[src/hw/rtl/axsd_pkg.sv]
// Shared types, AES tables and GF(2^128) helpers for the XTS sector decryptor.
package axsd_pkg;

    typedef logic [127:0] t_blk;
    typedef logic [7:0]   t_byte;
    typedef logic [31:0]  t_word;

    // Widest block index the sector size range can ask for (4096 / 16 blocks).
    localparam int IDX_MAX_W = 8;
    localparam int CFG_IDX_W = 3;

    localparam logic [63:0] SECTOR_MAX = 64'h7FFF_FFFF_FFFF_FFFF;
    localparam logic [7:0]  SPB_DEFAULT = 8'd8;

    typedef enum logic [CFG_IDX_W-1:0] {
        REG_DKEY_LO = 3'd0,
        REG_DKEY_HI = 3'd1,
        REG_TKEY_LO = 3'd2,
        REG_TKEY_HI = 3'd3,
        REG_SPB     = 3'd4
    } t_reg_idx;

    // Item moving through the tweak encryption cells.
    typedef struct packed {
        t_blk                 st;     // tweak cipher state
        t_blk                 tk;     // tweak round key
        t_blk                 dk;     // data round key (forward schedule)
        t_blk                 ct;     // ciphertext block
        logic [IDX_MAX_W-1:0] idx;    // block index inside the sector
        logic                 failed;
        logic                 zero_tw;
    } t_enc_bus;

    // Item moving through the tweak scaling cells.
    typedef struct packed {
        t_blk                 tw;
        t_blk                 dk;
        t_blk                 ct;
        logic [IDX_MAX_W-1:0] idx;
        logic                 failed;
    } t_scl_bus;

    // Item moving through the decryption cells.
    typedef struct packed {
        t_blk st;
        t_blk tw;
        t_blk dk;
        logic failed;
    } t_dec_bus;

    localparam t_byte RCON [10] = '{
        8'h01, 8'h02, 8'h04, 8'h08, 8'h10, 8'h20, 8'h40, 8'h80, 8'h1b, 8'h36
    };

    localparam t_byte SBOX [256] = '{
        8'h63, 8'h7c, 8'h77, 8'h7b, 8'hf2, 8'h6b, 8'h6f, 8'hc5,
        8'h30, 8'h01, 8'h67, 8'h2b, 8'hfe, 8'hd7, 8'hab, 8'h76,
        8'hca, 8'h82, 8'hc9, 8'h7d, 8'hfa, 8'h59, 8'h47, 8'hf0,
        8'had, 8'hd4, 8'ha2, 8'haf, 8'h9c, 8'ha4, 8'h72, 8'hc0,
        8'hb7, 8'hfd, 8'h93, 8'h26, 8'h36, 8'h3f, 8'hf7, 8'hcc,
        8'h34, 8'ha5, 8'he5, 8'hf1, 8'h71, 8'hd8, 8'h31, 8'h15,
        8'h04, 8'hc7, 8'h23, 8'hc3, 8'h18, 8'h96, 8'h05, 8'h9a,
        8'h07, 8'h12, 8'h80, 8'he2, 8'heb, 8'h27, 8'hb2, 8'h75,
        8'h09, 8'h83, 8'h2c, 8'h1a, 8'h1b, 8'h6e, 8'h5a, 8'ha0,
        8'h52, 8'h3b, 8'hd6, 8'hb3, 8'h29, 8'he3, 8'h2f, 8'h84,
        8'h53, 8'hd1, 8'h00, 8'hed, 8'h20, 8'hfc, 8'hb1, 8'h5b,
        8'h6a, 8'hcb, 8'hbe, 8'h39, 8'h4a, 8'h4c, 8'h58, 8'hcf,
        8'hd0, 8'hef, 8'haa, 8'hfb, 8'h43, 8'h4d, 8'h33, 8'h85,
        8'h45, 8'hf9, 8'h02, 8'h7f, 8'h50, 8'h3c, 8'h9f, 8'ha8,
        8'h51, 8'ha3, 8'h40, 8'h8f, 8'h92, 8'h9d, 8'h38, 8'hf5,
        8'hbc, 8'hb6, 8'hda, 8'h21, 8'h10, 8'hff, 8'hf3, 8'hd2,
        8'hcd, 8'h0c, 8'h13, 8'hec, 8'h5f, 8'h97, 8'h44, 8'h17,
        8'hc4, 8'ha7, 8'h7e, 8'h3d, 8'h64, 8'h5d, 8'h19, 8'h73,
        8'h60, 8'h81, 8'h4f, 8'hdc, 8'h22, 8'h2a, 8'h90, 8'h88,
        8'h46, 8'hee, 8'hb8, 8'h14, 8'hde, 8'h5e, 8'h0b, 8'hdb,
        8'he0, 8'h32, 8'h3a, 8'h0a, 8'h49, 8'h06, 8'h24, 8'h5c,
        8'hc2, 8'hd3, 8'hac, 8'h62, 8'h91, 8'h95, 8'he4, 8'h79,
        8'he7, 8'hc8, 8'h37, 8'h6d, 8'h8d, 8'hd5, 8'h4e, 8'ha9,
        8'h6c, 8'h56, 8'hf4, 8'hea, 8'h65, 8'h7a, 8'hae, 8'h08,
        8'hba, 8'h78, 8'h25, 8'h2e, 8'h1c, 8'ha6, 8'hb4, 8'hc6,
        8'he8, 8'hdd, 8'h74, 8'h1f, 8'h4b, 8'hbd, 8'h8b, 8'h8a,
        8'h70, 8'h3e, 8'hb5, 8'h66, 8'h48, 8'h03, 8'hf6, 8'h0e,
        8'h61, 8'h35, 8'h57, 8'hb9, 8'h86, 8'hc1, 8'h1d, 8'h9e,
        8'he1, 8'hf8, 8'h98, 8'h11, 8'h69, 8'hd9, 8'h8e, 8'h94,
        8'h9b, 8'h1e, 8'h87, 8'he9, 8'hce, 8'h55, 8'h28, 8'hdf,
        8'h8c, 8'ha1, 8'h89, 8'h0d, 8'hbf, 8'he6, 8'h42, 8'h68,
        8'h41, 8'h99, 8'h2d, 8'h0f, 8'hb0, 8'h54, 8'hbb, 8'h16
    };

    localparam t_byte INV_SBOX [256] = '{
        8'h52, 8'h09, 8'h6a, 8'hd5, 8'h30, 8'h36, 8'ha5, 8'h38,
        8'hbf, 8'h40, 8'ha3, 8'h9e, 8'h81, 8'hf3, 8'hd7, 8'hfb,
        8'h7c, 8'he3, 8'h39, 8'h82, 8'h9b, 8'h2f, 8'hff, 8'h87,
        8'h34, 8'h8e, 8'h43, 8'h44, 8'hc4, 8'hde, 8'he9, 8'hcb,
        8'h54, 8'h7b, 8'h94, 8'h32, 8'ha6, 8'hc2, 8'h23, 8'h3d,
        8'hee, 8'h4c, 8'h95, 8'h0b, 8'h42, 8'hfa, 8'hc3, 8'h4e,
        8'h08, 8'h2e, 8'ha1, 8'h66, 8'h28, 8'hd9, 8'h24, 8'hb2,
        8'h76, 8'h5b, 8'ha2, 8'h49, 8'h6d, 8'h8b, 8'hd1, 8'h25,
        8'h72, 8'hf8, 8'hf6, 8'h64, 8'h86, 8'h68, 8'h98, 8'h16,
        8'hd4, 8'ha4, 8'h5c, 8'hcc, 8'h5d, 8'h65, 8'hb6, 8'h92,
        8'h6c, 8'h70, 8'h48, 8'h50, 8'hfd, 8'hed, 8'hb9, 8'hda,
        8'h5e, 8'h15, 8'h46, 8'h57, 8'ha7, 8'h8d, 8'h9d, 8'h84,
        8'h90, 8'hd8, 8'hab, 8'h00, 8'h8c, 8'hbc, 8'hd3, 8'h0a,
        8'hf7, 8'he4, 8'h58, 8'h05, 8'hb8, 8'hb3, 8'h45, 8'h06,
        8'hd0, 8'h2c, 8'h1e, 8'h8f, 8'hca, 8'h3f, 8'h0f, 8'h02,
        8'hc1, 8'haf, 8'hbd, 8'h03, 8'h01, 8'h13, 8'h8a, 8'h6b,
        8'h3a, 8'h91, 8'h11, 8'h41, 8'h4f, 8'h67, 8'hdc, 8'hea,
        8'h97, 8'hf2, 8'hcf, 8'hce, 8'hf0, 8'hb4, 8'he6, 8'h73,
        8'h96, 8'hac, 8'h74, 8'h22, 8'he7, 8'had, 8'h35, 8'h85,
        8'he2, 8'hf9, 8'h37, 8'he8, 8'h1c, 8'h75, 8'hdf, 8'h6e,
        8'h47, 8'hf1, 8'h1a, 8'h71, 8'h1d, 8'h29, 8'hc5, 8'h89,
        8'h6f, 8'hb7, 8'h62, 8'h0e, 8'haa, 8'h18, 8'hbe, 8'h1b,
        8'hfc, 8'h56, 8'h3e, 8'h4b, 8'hc6, 8'hd2, 8'h79, 8'h20,
        8'h9a, 8'hdb, 8'hc0, 8'hfe, 8'h78, 8'hcd, 8'h5a, 8'hf4,
        8'h1f, 8'hdd, 8'ha8, 8'h33, 8'h88, 8'h07, 8'hc7, 8'h31,
        8'hb1, 8'h12, 8'h10, 8'h59, 8'h27, 8'h80, 8'hec, 8'h5f,
        8'h60, 8'h51, 8'h7f, 8'ha9, 8'h19, 8'hb5, 8'h4a, 8'h0d,
        8'h2d, 8'he5, 8'h7a, 8'h9f, 8'h93, 8'hc9, 8'h9c, 8'hef,
        8'ha0, 8'he0, 8'h3b, 8'h4d, 8'hae, 8'h2a, 8'hf5, 8'hb0,
        8'hc8, 8'heb, 8'hbb, 8'h3c, 8'h83, 8'h53, 8'h99, 8'h61,
        8'h17, 8'h2b, 8'h04, 8'h7e, 8'hba, 8'h77, 8'hd6, 8'h26,
        8'he1, 8'h69, 8'h14, 8'h63, 8'h55, 8'h21, 8'h0c, 8'h7d
    };

    function automatic t_byte xt(input t_byte a);
        return {a[6:0], 1'b0} ^ (a[7] ? 8'h1b : 8'h00);
    endfunction

    function automatic t_blk sub_bytes(input t_blk s);
        t_blk o;
        for (int i = 0; i < 16; i++) begin
            o[8*i +: 8] = SBOX[s[8*i +: 8]];
        end
        return o;
    endfunction

    function automatic t_blk inv_sub_bytes(input t_blk s);
        t_blk o;
        for (int i = 0; i < 16; i++) begin
            o[8*i +: 8] = INV_SBOX[s[8*i +: 8]];
        end
        return o;
    endfunction

    // Byte r of column c lives at index r + 4c.
    function automatic t_blk shift_rows(input t_blk s);
        t_blk o;
        for (int r = 0; r < 4; r++) begin
            for (int c = 0; c < 4; c++) begin
                o[8*(r + 4*c) +: 8] = s[8*(r + 4*((c + r) % 4)) +: 8];
            end
        end
        return o;
    endfunction

    function automatic t_blk inv_shift_rows(input t_blk s);
        t_blk o;
        for (int r = 0; r < 4; r++) begin
            for (int c = 0; c < 4; c++) begin
                o[8*(r + 4*((c + r) % 4)) +: 8] = s[8*(r + 4*c) +: 8];
            end
        end
        return o;
    endfunction

    function automatic t_blk mix_columns(input t_blk s);
        t_blk  o;
        t_byte a0, a1, a2, a3;
        for (int c = 0; c < 4; c++) begin
            a0 = s[32*c +: 8];
            a1 = s[32*c + 8 +: 8];
            a2 = s[32*c + 16 +: 8];
            a3 = s[32*c + 24 +: 8];
            o[32*c +: 8]      = xt(a0) ^ xt(a1) ^ a1 ^ a2 ^ a3;
            o[32*c + 8 +: 8]  = a0 ^ xt(a1) ^ xt(a2) ^ a2 ^ a3;
            o[32*c + 16 +: 8] = a0 ^ a1 ^ xt(a2) ^ xt(a3) ^ a3;
            o[32*c + 24 +: 8] = xt(a0) ^ a0 ^ a1 ^ a2 ^ xt(a3);
        end
        return o;
    endfunction

    function automatic t_blk inv_mix_columns(input t_blk s);
        t_blk  o;
        t_byte a   [4];
        t_byte m9  [4];
        t_byte m11 [4];
        t_byte m13 [4];
        t_byte m14 [4];
        t_byte x2, x4, x8;
        for (int c = 0; c < 4; c++) begin
            for (int b = 0; b < 4; b++) begin
                a[b]   = s[32*c + 8*b +: 8];
                x2     = xt(a[b]);
                x4     = xt(x2);
                x8     = xt(x4);
                m9[b]  = x8 ^ a[b];
                m11[b] = x8 ^ x2 ^ a[b];
                m13[b] = x8 ^ x4 ^ a[b];
                m14[b] = x8 ^ x4 ^ x2;
            end
            o[32*c +: 8]      = m14[0] ^ m11[1] ^ m13[2] ^ m9[3];
            o[32*c + 8 +: 8]  = m9[0] ^ m14[1] ^ m11[2] ^ m13[3];
            o[32*c + 16 +: 8] = m13[0] ^ m9[1] ^ m14[2] ^ m11[3];
            o[32*c + 24 +: 8] = m11[0] ^ m13[1] ^ m9[2] ^ m14[3];
        end
        return o;
    endfunction

    // Rotate, substitute and add the round constant to one schedule word.
    function automatic t_word key_g(input t_word w, input t_byte rc);
        t_word r;
        t_word o;
        r = {w[7:0], w[31:8]};
        for (int b = 0; b < 4; b++) begin
            o[8*b +: 8] = SBOX[r[8*b +: 8]];
        end
        return o ^ {24'h0, rc};
    endfunction

    function automatic t_blk key_next(input t_blk k, input t_byte rc);
        t_word w0, w1, w2, w3;
        w0 = k[31:0] ^ key_g(k[127:96], rc);
        w1 = k[63:32] ^ w0;
        w2 = k[95:64] ^ w1;
        w3 = k[127:96] ^ w2;
        return {w3, w2, w1, w0};
    endfunction

    function automatic t_blk key_prev(input t_blk k, input t_byte rc);
        t_word w0, w1, w2, w3;
        w3 = k[127:96] ^ k[95:64];
        w2 = k[95:64] ^ k[63:32];
        w1 = k[63:32] ^ k[31:0];
        w0 = k[31:0] ^ key_g(w3, rc);
        return {w3, w2, w1, w0};
    endfunction

    // Multiply by x^sh in GF(2^128) with feedback 0x87, for sh up to 128.
    function automatic t_blk mulx_pow(input t_blk t, input int sh);
        logic [255:0] w;
        logic [255:0] o;
        logic [255:0] r1;
        logic [127:0] top;
        logic [127:0] r2;
        w   = {128'h0, t} << sh;
        o   = {128'h0, w[255:128]};
        r1  = o ^ (o << 1) ^ (o << 2) ^ (o << 7);
        top = r1[255:128];
        r2  = top ^ (top << 1) ^ (top << 2) ^ (top << 7);
        return w[127:0] ^ r1[127:0] ^ r2;
    endfunction

endpackage

[src/hw/rtl/axsd_scale_cell.sv]
// One tweak scaling cell: multiply by x^(2^BIT) when that bit of the block index is set.
module axsd_scale_cell #(
    parameter int BIT = 0
) (
    input  logic              i_clk,
    input  logic              i_rst_n,
    input  logic              i_adv,
    input  logic              i_valid,
    input  axsd_pkg::t_scl_bus i_data,
    output logic              o_valid,
    output axsd_pkg::t_scl_bus o_data
);

    logic               r_valid;
    axsd_pkg::t_scl_bus r_data;
    axsd_pkg::t_scl_bus n_data;

    always_comb begin
        n_data = i_data;
        if (i_data.idx[BIT]) begin
            n_data.tw = axsd_pkg::mulx_pow(i_data.tw, 1 << BIT);
        end
    end

    always_ff @(posedge i_clk) begin
        if (!i_rst_n) begin
            r_valid <= 1'b0;
        end else if (i_adv) begin
            r_valid <= i_valid;
        end
    end

    always_ff @(posedge i_clk) begin
        if (i_adv) begin
            r_data <= n_data;
        end
    end

    assign o_valid = r_valid;
    assign o_data  = r_data;

endmodule

[config.mk]
export PLATFORM = sky130hd
export DESIGN_NAME = axsd_scale_cell
export DESIGN_NICKNAME = d
export VERILOG_FILES = /design/src/hw/rtl/axsd_pkg.sv /design/src/hw/rtl/axsd_scale_cell.sv
export SDC_FILE = /design/constraint.sdc
export NUM_CORES = 1
export LEC_CHECK = 0
export BUFFER_PORTS_ARGS = -buffer_cell sky130_fd_sc_hd__buf_2
export CAP_MARGIN = 20
export CORE_AREA = 8 8 298 300
export CTS_BUF_LIST = sky130_fd_sc_hd__clkbuf_8
export DETAILED_ROUTE_END_ITERATION = 10
export DIE_AREA = 0 0 306 308
export PLACE_DENSITY = 0.49
export SYNTH_ARGS = -nofsm -noshare
export SYNTH_HDL_FRONTEND = slang
export SYNTH_SLANG_ARGS = --single-unit
[constraint.sdc]
create_clock -name i_clk -period 3.75 [get_ports i_clk]
set_input_delay 0.75 -clock i_clk [delete_from_list [all_inputs] [get_ports i_clk]]
set_output_delay 0.75 -clock i_clk [all_outputs]
set_load 0.03 [all_outputs]
==> impl_metrics.csv, run 1 <==
group,metric,value,unit
run_status,status,"complete, no violations",
critical_path,r2r_setup_slack,3.14,ns
drt,routed_via_density,3.49,
critical_path,cp_cell_sequence,"buf_2",
final_layout,layout.nets,1812,
place,place_area,19200,sq um
critical_path,start_kind,"register",
clock_tree,path_clk_slew,0.06,ns
critical_path,cp.required,3.00,ns
logic_synthesis,yosysWarnings,0,
final_layout,drive_above_1_share,70.0,%
drt,wl,55800,um
sta,hold_viol,0,
logic_synthesis,synthCells,545,
sta,rsz0062_at_grt,"no",
clock_tree,cts_made_buffers,74,
drt,drc,0,
clock_tree,cts_tree,"built",
sta,hold_ws,0.246,ns
final_layout,stdcell_area,20600,sq um
die,initial_core_util,16.3,%
sta,finalSetupViolCount,0,
place,numPortBuffers,790,
worst_hold_path,min_from,"i_data[109]",
clock_tree,cts_hold_buf,0,
grt,grt_pass1_vias,9862,
grt,grt_pass1_wl,75700,um
clock_tree,clock_latency,0.66,ns
critical_path,crit_path_max_fanout,1,
clock_tree,root_buffer,"clkbuf_8",
logic_synthesis,yosysTopAreaCell,"edfxtp_1",
logic_synthesis,yosysSeqAreaShare,86.0,%
critical_path,slowest_stage,"edfxtp_1",
drt,drt-wirelength-per-cell,21.7,um
critical_path,cp_top_family,"flip-flops",
worst_hold_path,hold_end,"o_data[109]$_DFFE_PP_",
final_layout,fillers,8802,
logic_synthesis,synth_edf_count,393,
critical_path,slowest_delay,0.51,ns
clock_tree,clk_path_buf_depth,3,
logic_synthesis,yosys-top-cells-area,"edfxtp_1 86%, mux2_4 9.2%, mux2_2 3.4%",
sta,final-max-slew-violation-count,0,
sta,skew,0,ns
sta,fin_crit,2.18,ns
critical_path,cp_num_buf_inv,1,
final_layout,fin_util,24.5,%
job,maxCapViolCount,0,
worst_hold_path,min_path_type,"in -> reg",
sta,fmax,0.459,GHz
logic_synthesis,synth.cell_area,13800,sq um
logic_synthesis,syn_nets,942,
logic_synthesis,synth_ff_type,"edfxtp_1",
critical_path,r2r-start,"o_valid$_SDFFE_PN0P_",
critical_path,worstPathArrival,1.43,ns
logic_synthesis,synth_top_cell_area_share,85.8,%
place,gp_congestion,0.835,
critical_path,r2r_cells,2,
pwr,vdd_drop_max,0.197,mV
clock_tree,htreeDepth,3,
pwr,total_leakage_power,8.76,nW
sta,max_slew.worst_pin.slew,0.860,ns
sta,period_share,58.1,%
grt,grt_max_degree,81,
clock_tree,postCtsSetupBuffers,0,
die,io_pins,791,
drt,vias,8956,
logic_synthesis,syn_area_per_cell,25.2,sq um
final_layout,syn_to_final_growth,50.1,%
drt,drt_iter0_drc,386,
die,fp.dieH,308,um
die,fp.coreArea,84200,sq um
drt,drtAntennaViolNets,0,
sta,setup_tns,0,ns
die,num_rows,107,
logic_synthesis,async_flop_share,0,%
place,placedCellCount,2429,
pwr,power.density,549,nW/um^2
place,hpwl,44800,um
logic_synthesis,synth.most_common_cell,"edfxtp_1",
logic_synthesis,yosysUniqueCellTypes,11,
clock_tree,cts.repair.resized,0,
worst_hold_path,whs_path_depth,1,
drt,firstDrtPassIters,4,
sta,relSlewSlack,42.6,%
critical_path,path_class,"reg -> out",
critical_path,r2r-end,"o_valid$_SDFFE_PN0P_",
logic_synthesis,synth_top_cells_by_count,"393 x edfxtp_1, 84 x mux2_4, 41 x mux2_2, 10 x buf_6, 5 x buf_2",
grt,antenna_found_initial,27,
grt,grt_overflow_total,0,
clock_tree,numClockSinks,394,
critical_path,end_kind,"primary output",
logic_synthesis,synth_seq_cells,394,
final_layout,final_cell_count_no_fill,2567,
grt,grt_usage,11.2,%
die,fp.dieW,306,um
die,die_area,94200,sq um
==> layout make-up <==
class	count	area (sq um)	area share (%)
Sequential cell	394	11800	57.3
Timing Repair Buffer	809	4190	20.3
Multi-Input combinational cell	136	1790	8.68
Tap cell	1090	1360	6.61
Clock buffer	75	1030	5.00
Clock inverter	52	414	2.01
Antenna cell	11	27.5	0.133
==> kinds of logic (layout without fill, tap and decap cells) <==
kind of cell	count (synthesis)	count (layout)	share of synthesized area [%]
DFF	394	394	86.0
muxes	126	126	12.6
buffers and inverters	15	936	1.00
and+or+nand+nor	4	4	0.127
AOI/OAI and AO/OA	3	3	0.109
xor gates and xnor gates	3	3	0.191
other	0	11	0
==> per-layer routing <==
layer / up-vias / global-route usage [%] / part of all wire (%)
met2: 543 / 18.2 / 48
met4: 18 / 4.27 / 2.7
met3: 95 / 7.03 / 14
met5: - / 0 / 0.19
li1: 3965 / - / -
met1: 4335 / 11.7 / 35
==> metrics by stage <==
| step | total power [mW] | setup WS, ns |
|---|---|---|
| CTS | 11.6 | 1.46 |
| floorplan | 6.41 | 2.01 |
| detailed placement | 7.25 | 1.40 |
| finish | 11.3 | 1.57 |
| global placement | 7.24 | 1.43 |
| global route | 11.9 | 1.49 |
==> cell usage in the layout, fill, tap and decap left out <==
master      instances
inv_6               2
clkinv_8            2
buf_2             788
buf_6               1
mux2i_1             1
mux2_4             84
edfxtp_1          393
bufinv_16           6
nor2b_1             1
diode_2            11
buf_4              13
mux2_2             41
clkbuf_8           75
clkinv_1           15
clkinv_2            2
xnor2_1             3
inv_8               1
a21oi_1             3
clkinv_4            1
dfxtp_1             1
buf_8               1
buf_12              6
nor2_1              3
inv_1              20
clkinvlp_4          3
==> registers in the layout, summed over array words and instances, names as in the netlist <==
| name | flops |
|---|---|
| o_valid | 1 |
| o_data | 393 |
==> power by group <==
| group | internal (mW) | switching [mW] |
|---|---|---|
| Sequential | 5.27 | 0.119 |
| Clock | 2.29 | 1.92 |
| Combinational | 0.542 | 1.19 |
==> worst max path at each step <==
stage | to | slack, ns | start | cells past startpoint
after global routing | o_data[138] | 1.49 | o_data[138]$_DFFE_PP_ | 1
after global placement | o_data[331]$_DFFE_PP_ | 1.43 | i_data[1] | 3
after CTS | o_data[138] | 1.46 | o_data[138]$_DFFE_PP_ | 1
after floorplan | o_data[305]$_DFFE_PP_ | 2.01 | i_data[1] | 4
after detailed placement | o_data[385]$_DFFE_PP_ | 1.40 | i_data[1] | 3
final | o_data[138] | 1.57 | o_data[138]$_DFFE_PP_ | 1
No activity file was read; power rests on OpenSTA's default activity.
==> inputs of run 2 (changes only) <==
==> constraint.sdc (replaced) <==
create_clock -name i_clk -period 2.12 [get_ports i_clk]
set_input_delay 0.424 -clock i_clk [delete_from_list [all_inputs] [get_ports i_clk]]
set_output_delay 0.424 -clock i_clk [all_outputs]
set_load 0.03 [all_outputs]
==> run 2 against run 1 <==
  * Cell area is 19% higher
  * Non-clock buffer count rose by 408
  * Sequential cell count unchanged
  * Global-route usage up 0.78 points
  * Sequential share of layout area shrank 9.3 points
  * Register-to-register slack got worse by 2.2 ns
  * Count of clock-buffer cells in the layout stayed put
==> impl_metrics.csv, run 2 (synthesis gave the netlist of run 1 again) <==
group,metric,value,unit
drt,drtAntennaViolNets,0,
drt,drt-wirelength-per-cell,20.1,um
drt,drc,0,
drt,drt_iter0_drc,521,
final_layout,drive_above_1_share,55.7,%
final_layout,syn_to_final_growth,79.1,%
sta,hold_viol,0,
critical_path,end_kind,"primary output",
die,initial_core_util,16.3,%
place,place_area,19300,sq um
sta,max_slew.worst_pin.slew,0.482,ns
final_layout,fin_util,29.2,%
critical_path,path_class,"reg -> out",
critical_path,slowest_delay,0.49,ns
sta,relSlewSlack,67.9,%
run_status,status,"complete, no violations",
clock_tree,numClockSinks,394,
sta,final-max-slew-violation-count,0,
sta,fin_crit,1.80,ns
critical_path,crit_path_max_fanout,1,
final_layout,final_cell_count_no_fill,2974,
place,gp_congestion,0.818,
sta,skew,0,ns
drt,routed_via_density,3.56,
drt,vias,10600,
grt,grt_usage,12.0,%
clock_tree,clock_latency,0.64,ns
sta,rsz0062_at_grt,"no",
worst_hold_path,min_path_type,"in -> reg",
critical_path,cp.required,1.70,ns
final_layout,stdcell_area,24600,sq um
job,maxCapViolCount,0,
place,placedCellCount,2446,
final_layout,layout_commonest_cell,"buf_2",
critical_path,cp_top_family,"flip-flops",
clock_tree,cts_hold_buf,391,
critical_path,worstPathArrival,1.37,ns
clock_tree,cts_made_buffers,73,
grt,grt_max_degree,88,
pwr,combPwrFrac,18.3,%
critical_path,cp_num_buf_inv,1,
die,fp.coreArea,84200,sq um
sta,fmax,0.556,GHz
pwr,total_leakage_power,10.5,nW
sta,setup_tns,0,ns
grt,grt_overflow_total,0,
sta,finalSetupViolCount,0,
final_layout,fillers,8326,
pwr,vdd_drop_max,0.599,mV
clock_tree,root_buffer,"clkbuf_8",
pwr,clkPwrFrac,35.2,%
grt,antenna_found_initial,18,
die,die_area,94200,sq um
clock_tree,postCtsSetupBuffers,0,
place,numPortBuffers,790,
pwr,swShare,28.3,%
clock_tree,clk_path_buf_depth,3,
final_layout,regArea,11800,sq um
final_layout,layout.nets,2219,
grt,grt_pass1_wl,82900,um
sta,period_share,84.8,%
clock_tree,path_clk_slew,0.06,ns
die,fp.dieW,306,um
die,num_rows,107,
place,hpwl,45900,um
pwr,p_switching,5.81,mW
pwr,power.density,833,nW/um^2
drt,wl,59800,um
final_layout,largest_register_ffs,393,
pwr,seqPwrFrac,46.5,%
final_layout,final_cell_mix,"788 x buf_2, 393 x edfxtp_1, 391 x dlygate4sd3_1",
final_layout,multi_input_area,1790,sq um
die,io_pins,791,
clock_tree,cts.repair.resized,0,
die,fp.dieH,308,um
clock_tree,cts_tree,"built",
critical_path,start_kind,"register",
pwr,power,20.5,mW
drt,firstDrtPassIters,4,
clock_tree,htreeDepth,3,
grt,grt_pass1_vias,11900,
critical_path,slowest_stage,"edfxtp_1",
critical_path,cp_cell_sequence,"buf_2",
pwr,internal_power,14.7,mW
## run 2: cell count changes in the layout (fill, tap and decap cells not counted)
cell           delta
clkinv_2          +6
clkinv_1          -4
bufinv_16         -1
clkinv_8          -2
clkinv_4          -1
dlygate4sd3_1   +391
buf_4            +17
diode_2           -3
inv_1             +4
## run 2: layout make-up
cell class,instances,share of cell area (%)
tap,1090,5.54
clock buffer,75,4.19
sequential,394,48.0
clock inverter,54,1.51
multi-input combinational,136,7.27
antenna,8,0.0813
timing repair buffer,1217,33.4
## run 2: metal layers
layer | share of wire, % | routed length, um | GRT usage [%] | vias to the layer above
met1 | 38 | 22700 | 13.5 | 5167
met3 | 10 | 6270 | 5.81 | 94
met4 | 2.2 | 1340 | 3.32 | 10
met2 | 49 | 29500 | 20.1 | 537
met5 | 0.092 | 55 | 0 | -
li1 | - | - | - | 4776
## run 2: stage by stage
| stage | hold slack [ns] | setup WS (ns) |
|---|---|---|
| floorplan | 0.523 | 0.705 |
| global placement | 0.517 | 0.446 |
| detailed placement | 0.505 | 0.430 |
| CTS | 0.000219 | 0.171 |
| global route | 0.0132 | 0.205 |
| finish | 0.115 | 0.323 |
## run 2: power groups by stage
stage | Sequential [mW] | Clock, mW | Combinational, mW
3_3_place_gp | 9.69 | 0 | 3.15
5_1_grt | 9.59 | 7.86 | 3.94
6_report | 9.54 | 7.22 | 3.75
4_1_cts | 9.54 | 7.60 | 3.81
3_5_place_dp | 9.69 | 0 | 3.16
2_1_floorplan | 11.0 | 0 | 0.351
## run 2: worst paths after layout
path	startpoint	end	slack, ns	cells after the start
max reg2reg	o_valid$_SDFFE_PN0P_	o_valid$_SDFFE_PN0P_	0.98	3
max	o_data[138]$_DFFE_PP_	o_data[138]	0.32	1
min reg2reg	o_valid$_SDFFE_PN0P_	o_valid$_SDFFE_PN0P_	1.06	3
min	i_data[335]	o_data[335]$_DFFE_PP_	0.12	2
==> inputs of run 3 (changes only) <==
--- a/config.mk
+++ b/config.mk
@@ -5,13 +5,14 @@
 export SDC_FILE = /design/constraint.sdc
 export NUM_CORES = 1
 export LEC_CHECK = 0
+export ABC_AREA = 1
 export BUFFER_PORTS_ARGS = -buffer_cell sky130_fd_sc_hd__buf_2
 export CAP_MARGIN = 20
-export CORE_AREA = 8 8 298 300
+export CORE_AREA = 8 8 300 302
 export CTS_BUF_LIST = sky130_fd_sc_hd__clkbuf_8
 export DETAILED_ROUTE_END_ITERATION = 10
-export DIE_AREA = 0 0 306 308
-export PLACE_DENSITY = 0.49
+export DIE_AREA = 0 0 308 310
+export PLACE_DENSITY = 0.5
 export SYNTH_ARGS = -nofsm -noshare
 export SYNTH_HDL_FRONTEND = slang
 export SYNTH_SLANG_ARGS = --single-unit
==> constraint.sdc (replaced) <==
create_clock -name i_clk -period 1.5 [get_ports i_clk]
set_input_delay 0.3 -clock i_clk [delete_from_list [all_inputs] [get_ports i_clk]]
set_output_delay 0.3 -clock i_clk [all_outputs]
set_load 0.03 [all_outputs]
==> run 3 against run 2 <==
  * The run now ends with setup timing left
  * Die area rose by 1.3%
  * Hold slack lost 0.029 ns
  * Sequential share of layout area fell by 4.3 points
  * Clock power is 37% higher
  * Cell count grew 9.2%
  * Non-clock buffer count rose by 22
  * Register-to-register slack worse by 0.68 ns
  * Largest cell class unchanged
==> impl_metrics.csv, run 3 <==
group,metric,value,unit
final_layout,fin_util,31.6,%
logic_synthesis,synth_ff_type,"edfxtp_1",
grt,antenna_found_initial,5,
logic_synthesis,synth.cell_area,13400,sq um
logic_synthesis,yosysTopAreaCell,"edfxtp_1",
clock_tree,path_clk_slew,0.07,ns
final_layout,final_cell_mix,"415 x dlygate4sd3_1, 394 x buf_2, 393 x edfxtp_1, 393 x buf_6, 141 x nand2_1",
logic_synthesis,synth_edf_count,393,
die,die_area,95500,sq um
logic_synthesis,syn_nets,1154,
logic_synthesis,yosysSeqAreaShare,88.1,%
final_layout,fillers,8425,
grt,grt_usage,12.6,%
drt,wl,64000,um
logic_synthesis,yosysWarnings,0,
sta,finalSetupViolCount,54,
sta,fin_crit,1.64,ns
logic_synthesis,synth_seq_cells,394,
clock_tree,htreeDepth,3,
drt,top_layer_used,"met5",
grt,grt_pass1_wl,88000,um
final_layout,drive_above_1_share,44.0,%
sta,period_share,109,%
sta,max_slew.worst_pin.slew,0.421,ns
logic_synthesis,synth.most_common_cell,"edfxtp_1",
final_layout,layout_commonest_cell,"dlygate4sd3_1",
clock_tree,clk_path_buf_depth,3,
worst_hold_path,min_path_type,"in -> reg",
sta,skew,0,ns
drt,drt_iter0_drc,570,
critical_path,cp.required,1.20,ns
clock_tree,postCtsSetupBuffers,0,
grt,grt_pass1_vias,12900,
critical_path,cp_cell_sequence,"buf_6",
sta,relSlewSlack,71.9,%
drt,met3_length,6110,um
sta,fin_ws,-0.136,ns
die,fp.coreArea,85700,sq um
sta,hold_viol,0,
die,io_pins,791,
drt,met1Wirelength,24800,um
die,fp.dieW,308,um
clock_tree,clock_latency,0.64,ns
critical_path,slowest_delay,0.50,ns
critical_path,worstPathArrival,1.34,ns
drt,vias,11600,
place,preCtsSetupSlack,0.176,ns
sta,fmax,0.611,GHz
critical_path,r2r_setup_slack,0.30,ns
pwr,total_leakage_power,11.4,nW
grt,grt_overflow_total,0,
drt,drtAntennaViolNets,0,
logic_synthesis,async_flop_share,0,%
drt,dr_wl_met2,31100,um
place,numPortBuffers,790,
critical_path,end_kind,"primary output",
critical_path,cp_top_family,"flip-flops",
clock_tree,cts_made_buffers,71,
critical_path,start_kind,"register",
final_layout,largest_register_ffs,393,
sta,final-max-slew-violation-count,0,
logic_synthesis,syn_area_per_cell,17.7,sq um
clock_tree,cts_tree,"built",
drt,drc,0,
drt,routed_via_density,3.57,
final_layout,layout.nets,2439,
die,fp.dieH,310,um
critical_path,path_class,"reg -> out",
critical_path,crit_path_max_fanout,1,
critical_path,slowest_stage,"edfxtp_1",
die,initial_core_util,15.7,%
pwr,vdd_drop_max,0.633,mV
run_status,status,"finished, violations left",
logic_synthesis,synthCells,757,
job,maxCapViolCount,0,
critical_path,cp_num_buf_inv,1,
drt,firstDrtPassIters,5,
logic_synthesis,yosysUniqueCellTypes,14,
place,hpwl,47500,um
drt,drt-wirelength-per-cell,19.7,um
grt,grt_max_degree,82,
logic_synthesis,yosys-top-cells-area,"edfxtp_1 88%, nand2_1 3.9%, o21ai_0 3.0%",
logic_synthesis,synth_top_cell_area_share,87.9,%
sta,rsz0062_at_grt,"yes",
clock_tree,numClockSinks,394,
logic_synthesis,synth_top_cells_by_count,"393 x edfxtp_1, 141 x nand2_1, 80 x o21ai_0, 65 x inv_1, 44 x o21ai_1",
final_layout,syn_to_final_growth,102,%
clock_tree,root_buffer,"clkbuf_8",
run_status,violations,"setup timing",
die,num_rows,108,
place,gp_congestion,0.808,
pwr,power.density,1100,nW/um^2
==> run 3: final cells by class <==
cell class	instances	area [sq um]	area share, %
antenna	3	7.51	0.0277
tap	1155	1450	5.34
clock inverter	49	339	1.25
multi-input combinational	270	1170	4.33
clock buffer	73	1000	3.71
timing repair buffer	1239	11000	40.7
inverter	66	249	0.920
sequential	394	11800	43.7
==> run 3: routing by layer <==
layer	up-vias	track usage (%)
met1	5564	14.5
li1	5338	-
met3	108	5.07
met4	2	4.56
met5	-	0
met2	595	21.0
==> run 3: kinds of logic after synthesis <==
family,synth area share (%)
simple gates,4.11
buf+inv,3.19
compound gates,4.62
flops,88.1
==> run 3: per-stage QoR <==
stage	power, mW	hold WS, ns	cells	cell area, sq um	TNS [ns]
finish	29.9	0.0866	3249	27100	-1.74
global route	31.2	0.0645	3248	27100	-33.96
CTS	30.4	0.00570	3246	27100	-35.89
detailed placement	18.1	0.478	2709	19100	0
global placement	18.1	0.477	2709	19100	0
floorplan	15.8	0.399	757	13400	0
==> run 3: worst min-delay path: stages <==
cell and delay, ns:
buf_2 0.09, inv_1 0.05, o21ai_0 0.15
==> run 3: timing repair <==
action                                  in CTS  in global routing
hold buffers                               415                  0
endpoints found under the setup margin     394                394
cloned                                       0                  0
hold endpoints to repair                   385                  0
resized for setup                          789                  1
==> run 3: path summary, 6_finish.rpt <==
kind                              start                     to  depth (start not counted)
hold reg to reg    o_valid$_SDFFE_PN0P_   o_valid$_SDFFE_PN0P_                          3
setup / recovery  o_data[230]$_DFFE_PP_            o_data[230]                          1
hold / removal              i_data[277]  o_data[278]$_DFFE_PP_                          3
setup reg to reg   o_valid$_SDFFE_PN0P_   o_valid$_SDFFE_PN0P_                          3
==> run 3: where the power goes <==
group          internal (mW)  switching, mW  total (mW)  leakage (nW)
registers               13.2          0.511        13.7          3.85
logic                   2.94           3.38        6.32          6.78
clock network           5.11           4.78        9.89         0.752
